`src/design/lkc_pkg.sv`:
```
`timescale 1ns / 1ps
// ----------------------------------------------------------------------------
// lkc_pkg: shared types and constants for the lru key cache
// beat payloads, the per-cell command bundle and the cell-to-cell link
// ----------------------------------------------------------------------------
package lkc_pkg;

   localparam int KEY_W         = 16;
   localparam int CNT_W         = 5;
   localparam int ENTRIES_DFLT  = 16;
   localparam int ADDR_W        = 3;
   localparam int DATA_W        = 32;

   localparam logic [CNT_W-1:0] CAPACITY_RST = CNT_W'(10);

   // register indexes, taken from paddr[2]
   localparam logic REG_CAPACITY = 1'b0;

   typedef struct packed {
      logic [KEY_W-1:0] key;
      logic             in_backing_store;
   } req_type;

   typedef struct packed {
      logic             hit;
      logic             filled;
      logic             evicted;
      logic [KEY_W-1:0] evicted_key;
      logic [CNT_W-1:0] occupancy;
   } rsp_type;

   // broadcast to every cell
   typedef struct packed {
      logic [KEY_W-1:0] key;
      logic             hit;
      logic             fill;
      logic [CNT_W-1:0] limit;
      logic [CNT_W-1:0] count;
   } cmd_type;

   // handed from one cell to the next
   typedef struct packed {
      logic [KEY_W-1:0] key;
      logic             found;
      logic [KEY_W-1:0] ev_key;
   } link_type;

endpackage

```
`src/design/lkc_cell.sv`:
```
`timescale 1ns / 1ps
// ----------------------------------------------------------------------------
// lkc_cell: one slot of the recency chain
// holds one key, compares it, and shifts in its left neighbor's key on command
// ----------------------------------------------------------------------------
module lkc_cell #(
   parameter int IDX = 0
) (
   input  logic              clock,
   input  lkc_pkg::cmd_type  cmd,
   input  lkc_pkg::link_type link_in,
   output lkc_pkg::link_type link_out
);

   logic [lkc_pkg::KEY_W-1:0] key_ff;
   logic [lkc_pkg::KEY_W-1:0] key_in;
   logic                      valid;
   logic                      match;
   logic                      last;
   logic                      load;

   always_comb begin
      valid = IDX < int'(cmd.count);
      last  = (IDX + 1) == int'(cmd.count);
      match = valid && (key_ff == cmd.key);
      // hit: slots up to the matching one move back; fill: slots up to limit
      load  = (cmd.hit && !link_in.found) || (cmd.fill && (IDX <= int'(cmd.limit)));
      key_in = load ? link_in.key : key_ff;

      link_out.key    = key_ff;
      link_out.found  = link_in.found | match;
      link_out.ev_key = link_in.ev_key | (last ? key_ff : '0);
   end

   always_ff @(posedge clock) begin
      key_ff <= key_in;
   end

endmodule

```
`src/design/lru_key_cache.sv`:
```
`timescale 1ns / 1ps
// ----------------------------------------------------------------------------
// lru_key_cache: least-recently-used key cache
// keeps up to capacity keys most recent first in a row of shifting cells
// ----------------------------------------------------------------------------
// A request beat is taken when start is high and busy is low. Busy is high
// for the one cycle in which the whole row of cells compares the key and
// shifts, and the result beat is shown on the rsp_ ports with rsp_valid for
// exactly one cycle after that, so a new request can be taken in the same
// cycle the previous result is shown. The result cannot
// be held off and must be captured when rsp_valid is high. On a hit the key
// moves to the front; on a miss with in_backing_store set it is inserted at
// the front, evicting the least recent key if occupancy has reached capacity.
// Capacity (register 0, reset 10) acts as 1 when written 0 and as ENTRIES
// when written larger; lowering it drops nothing at once. Write it only while
// idle. Slots hold no reset value; only resident slots are ever looked at.
// ----------------------------------------------------------------------------
module lru_key_cache #(
   parameter int ENTRIES = lkc_pkg::ENTRIES_DFLT
) (
   input  logic                        clock,
   input  logic                        reset,
   // request channel
   input  logic                        start,
   output logic                        busy,
   input  lkc_pkg::req_type            req_data,
   // result channel
   output logic                        rsp_valid,
   output lkc_pkg::rsp_type            rsp_data,
   // register port
   input  logic                        psel,
   input  logic                        penable,
   input  logic                        pwrite,
   input  logic [lkc_pkg::ADDR_W-1:0]  paddr,
   input  logic [lkc_pkg::DATA_W-1:0]  pwdata,
   output logic [lkc_pkg::DATA_W-1:0]  prdata,
   output logic                        pready
);

   localparam int CNT_W = lkc_pkg::CNT_W;

   // control state
   logic                  busy_ff,      busy_in;
   logic                  rsp_valid_ff, rsp_valid_in;
   logic [CNT_W-1:0]      cap_ff,       cap_in;
   logic [CNT_W-1:0]      count_ff,     count_in;
   // payload
   lkc_pkg::req_type      req_ff,       req_in;
   lkc_pkg::rsp_type      rsp_ff,       rsp_in;

   lkc_pkg::cmd_type      cmd;
   lkc_pkg::link_type     link [ENTRIES+1];

   logic                  accept;
   logic                  csr_wr;
   logic                  hit;
   logic                  fill;
   logic                  full;
   logic [CNT_W-1:0]      cap_eff;

   assign accept = start && !busy_ff;
   assign csr_wr = psel && penable && pwrite && (paddr[2] == lkc_pkg::REG_CAPACITY);

   // register port: always ready, one register
   assign pready = 1'b1;
   always_comb begin
      case (paddr[2])
         lkc_pkg::REG_CAPACITY: prdata = lkc_pkg::DATA_W'(cap_ff);
         default:               prdata = '0;
      endcase
   end

   // effective capacity: zero acts as one, clamp to the row length
   always_comb begin
      if (cap_ff == '0) begin
         cap_eff = CNT_W'(1);
      end else if (int'(cap_ff) > ENTRIES) begin
         cap_eff = CNT_W'(ENTRIES);
      end else begin
         cap_eff = cap_ff;
      end
   end

   // head of the chain: request key enters cell 0, nothing found yet
   assign link[0].key    = req_ff.key;
   assign link[0].found  = 1'b0;
   assign link[0].ev_key = '0;

   // decision from the end of the compare chain
   assign hit  = link[ENTRIES].found;
   assign fill = !hit && req_ff.in_backing_store;
   assign full = count_ff >= cap_eff;

   // shift commands only act in the busy cycle
   always_comb begin
      cmd.key   = req_ff.key;
      cmd.count = count_ff;
      cmd.hit   = busy_ff && hit;
      cmd.fill  = busy_ff && fill;
      // evicting: last resident slot is dropped, so shift one short
      cmd.limit = full ? count_ff - CNT_W'(1) : count_ff;
   end

   for (genvar i = 0; i < ENTRIES; i++) begin : g_cell
      lkc_cell #(
         .IDX (i)
      ) u_cell (
         .clock    (clock),
         .cmd      (cmd),
         .link_in  (link[i]),
         .link_out (link[i+1])
      );
   end

   // next-state logic
   always_comb begin
      busy_in      = busy_ff;
      rsp_valid_in = 1'b0;
      cap_in       = csr_wr ? pwdata[CNT_W-1:0] : cap_ff;
      count_in     = count_ff;
      req_in       = accept ? req_data : req_ff;
      rsp_in       = rsp_ff;

      if (busy_ff) begin
         busy_in      = 1'b0;
         rsp_valid_in = 1'b1;
         if (fill && !full) begin
            count_in = count_ff + CNT_W'(1);
         end
         rsp_in.hit         = hit;
         rsp_in.filled      = fill;
         rsp_in.evicted     = fill && full;
         rsp_in.evicted_key = (fill && full) ? link[ENTRIES].ev_key : '0;
         rsp_in.occupancy   = count_in;
      end else if (accept) begin
         busy_in = 1'b1;
      end
   end

   always_ff @(posedge clock) begin
      if (reset) begin
         busy_ff      <= 1'b0;
         rsp_valid_ff <= 1'b0;
         cap_ff       <= lkc_pkg::CAPACITY_RST;
         count_ff     <= '0;
      end else begin
         busy_ff      <= busy_in;
         rsp_valid_ff <= rsp_valid_in;
         cap_ff       <= cap_in;
         count_ff     <= count_in;
      end
   end

   always_ff @(posedge clock) begin
      req_ff <= req_in;
      rsp_ff <= rsp_in;
   end

   assign busy      = busy_ff;
   assign rsp_valid = rsp_valid_ff;
   assign rsp_data  = rsp_ff;

endmodule

```
`config.mk`:
```
export PLATFORM = sky130hd
export DESIGN_NAME = lru_key_cache
export DESIGN_NICKNAME = d
export VERILOG_FILES = /design/src/design/lkc_pkg.sv /design/src/design/lkc_cell.sv /design/src/design/lru_key_cache.sv
export SDC_FILE = /design/constraint.sdc
export NUM_CORES = 1
export LEC_CHECK = 0
export BUFFER_PORTS_ARGS = -buffer_cell sky130_fd_sc_hd__buf_2
export CAP_MARGIN = 20
export CORE_ASPECT_RATIO = 0.9
export CORE_MARGIN = 5
export CORE_UTILIZATION = 55
export CTS_BUF_LIST = sky130_fd_sc_hd__clkbuf_8 sky130_fd_sc_hd__clkbuf_16
export DETAILED_ROUTE_END_ITERATION = 8
export PLACE_DENSITY = 0.74
export SYNTH_ARGS = -nofsm -noshare
export SYNTH_HDL_FRONTEND = slang
export SYNTH_HIERARCHICAL = 1
export SYNTH_SLANG_ARGS = --single-unit
```
`constraint.sdc`:
```
create_clock -name clock -period 13.52 [get_ports clock]
set_clock_uncertainty 0.15 [all_clocks]
set_input_delay 0.676 -clock clock [delete_from_list [all_inputs] [get_ports clock]]
set_output_delay 0.676 -clock clock [all_outputs]
set_load 0.02 [all_outputs]
```
==> results_dict.tcl <==
set metrics [dict create \
    status "complete, no violations" \
    ys_seq_area_share_pct 57.2 \
    diodes 0 \
    cp_data_arrival_time_ns 7.38 \
    critPathSlowestCell "and2_1" \
    place.gp.congestion 0.832 \
    via_count 10100 \
    grt_max_degree 36 \
    ctsResizeCount 0 \
    final.setup.tns_ns 0 \
    clkTransAtPathRegs_ns 0.06 \
    drv_slew 0 \
    cts_tree "yes" \
    leakage_nw 7.14 \
    post-route-drc-count 0 \
    grt_pass1_wl_um 60400 \
    netSwitchingPower_mw 0.473 \
    initial_core_util_pct 55.6 \
    antenna_found_initial 0 \
    p_comb_share_pct 9.0 \
    cts_made_buffers 31 \
    regToRegSetupSlack_ns 6.25 \
    grt_overflow 0 \
    synth_top_family_by_area "compound AO/OA/AOI/OAI gates" \
    yosys-top-cells-area "edfxtp_1 56%, xnor2_1 10%, a21o_1 9.5%" \
    synth_compound_area_share_pct 16.1 \
    clkSinkCount 309 \
    path_common_cell "a41o_1" \
    p_seq_share_pct 52.7 \
    synthXorXnorAreaFrac_pct 14.5 \
    synth_async_sr_flop_share_pct 0 \
    ant_nets 0 \
    r2r-start "cmd[21]" \
    critPathRequiredTime_ns 13.62 \
    synthCells 1188 \
    critical_path.top_delay_family "compound AO/OA/AOI/OAI gates" \
    final_util_pct 61.4 \
    fp.coreArea_mm2 0.0288 \
    hold_violations 0 \
    portBuffers 59 \
    hold_depth 1 \
    place_inst 1644 \
    rsz0062_at_grt "false" \
    first_pass_iters 5 \
    rows 59 \
    synthAdderAreaFrac_pct 0.547 \
    place_hpwl_um 27000 \
    synth_top_area_cell "edfxtp_1" \
    rr_endpoint "g_cell[9].u_cell/key_ff[10]" \
    synth_top_area_share_pct 55.7 \
    drv_cap 0 \
    worst_pin_slew_ns 0.984 \
    hold_class "input port to flop" \
    hold-worst-slack_ns 0.139 \
    yosysWarningCount 6 \
    synth.most_common_cell "edfxtp_1" \
    ioPinCount 117 \
    synthMuxAreaShare_pct 0.320 \
    wl_per_cell_um 23.7 \
    clkLatencyLatePin_ns 0.56 \
    setup.worst_path.start_class "flop" \
    drt_iter0_drc 820 \
    fin_crit_sh_pct 53.8 \
    setup_viol 0 \
    wl_um 40200 \
    vdd_ir_drop_max_uv 114 \
    intPower_mw 1.57 \
    die_area_mm2 0.0326 \
    avgViaCountPerCell 5.98 \
    yosysUniqueCellTypes 62 \
    avgSynthCellArea_um2 13.5 \
    grt_usage_pct 24.1 \
    postCtsHoldBufs 0 \
    cts_root_buf "clkbuf_16" \
    crit_fanout 19 \
    clkPwrFrac_pct 38.3 \
    die_w_um 190 \
    die_y_um 172 \
    h-tree-depth 1 \
    fin_cells 1698 \
    layout-drive-gt1-share_pct 17.3 \
    r2r_cells 26 \
    max_freq_mhz 137 \
    hold_start "req_data[3]" \
    synth_ff_type "edfxtp_1" \
    powerDensity_mw_per_mm2 116 \
    synth-seq-cells 309 \
    grt_pass1_vias 9981 \
    synth_edf_count 297 \
    synthTopCellsByCount "297 x edfxtp_1, 202 x a21o_1, 187 x xnor2_1" \
    holdPathEnd "cmd[14]" \
    netlist_area_mm2 0.0160 \
    syn2layout_area_growth_pct 10.4 \
    cts_buffer_depth 3 \
    relSlewSlack_pct 34.4 \
    finalCriticalPeriod_ns 7.27 \
    synth_simple_gate_area_share_pct 7.57 \
    swShare_pct 23.1 \
    worst_setup_path_end_kind "flop" \
    post-cts-setup-buffer-count 0 \
    cpPeakStageDelay_ns 0.58 \
    fin_nets 1376 \
    worstSetupPathType "flop to flop" \
    crit_buf_inv 3 \
]
## layout by cell type (no fill, tap or decap), types with 14 or more instances in the layout
master / instances
a21o_1: 202
a21o_2: 58
and3_1: 17
buf_2: 59
buf_4: 41
clkbuf_16: 31
conb_1: 45
edfxtp_1: 297
inv_1: 34
nand2_1: 16
nand4_1: 39
nor2_1: 17
nor3_1: 24
nor4_1: 18
o21ai_0: 14
o21ai_1: 14
xnor2_1: 187
xor2_1: 78
## final cells by class
class / instances / area, µm²
clock buffer: 35 / 831
fill: 2188 / 11100
sequential: 309 / 9160
inverter: 27 / 101
clock inverter: 19 / 86.3
tap: 366 / 458
timing repair buffer: 100 / 603
multi-input combinational: 842 / 6430
## flip-flops by register name (all words and copies together) (netlist names)
| name | flops |
|---|---|
| g_cell.u_cell/key_ff | 256 |
| rsp_data | 24 |
| req_ff | 1 |
| cmd | 16 |
| rsp_valid | 1 |
| cap_ff | 5 |
| busy | 1 |
| count_ff | 5 |
## kinds of logic (layout without fill, tap and decap cells)
group / Yosys count / in the layout
other cells: 2 / 45
xor+xnor: 265 / 265
buf+inv: 80 / 181
mux: 5 / 5
flops: 309 / 309
compound gates: 339 / 339
fa+ha+maj: 7 / 7
simple gates: 181 / 181
## stage by stage
step	area [µm²]	total power, mW	setup slack (ns)
after global routing	17700	2.11	6.01
after floorplan	16200	1.23	6.75
after detailed placement	16800	1.28	6.34
final	17700	2.05	6.25
after CTS	17700	2.05	6.30
after global placement	16700	1.28	6.23
## power by group through the flow
stage / logic (mW) / clock network, mW / registers, mW
2_1_floorplan: 0.111 / 0 / 1.11
3_3_place_gp: 0.179 / 0 / 1.10
3_5_place_dp: 0.181 / 0 / 1.10
4_1_cts: 0.183 / 0.792 / 1.08
5_1_grt: 0.196 / 0.835 / 1.08
6_report: 0.184 / 0.784 / 1.08
## worst max-delay path by stage
| stage | to | slack, ns | start | cells past startpoint |
|---|---|---|---|---|
| global route | g_cell[9].u_cell/key_ff[5] | 6.01 | cmd[21] | 26 |
| finish | g_cell[9].u_cell/key_ff[10] | 6.25 | cmd[21] | 26 |
| global placement | g_cell[9].u_cell/key_ff[7] | 6.23 | cmd[21] | 25 |
| detailed placement | g_cell[9].u_cell/key_ff[10] | 6.34 | cmd[14] | 26 |
| CTS | g_cell[9].u_cell/key_ff[10] | 6.30 | cmd[14] | 26 |
| floorplan | g_cell[12].u_cell/key_ff[0] | 6.75 | count_ff[4] | 24 |
## layer usage
layer	vias up	global-route usage, %	wire length (µm)
met2	351	40.3	19500
li1	4640	-	-
met4	0	6.45	1120
met3	78	3.39	2570
met5	-	0	0
met1	5079	33.5	17000
No activity file was read; power rests on OpenSTA's default activity.
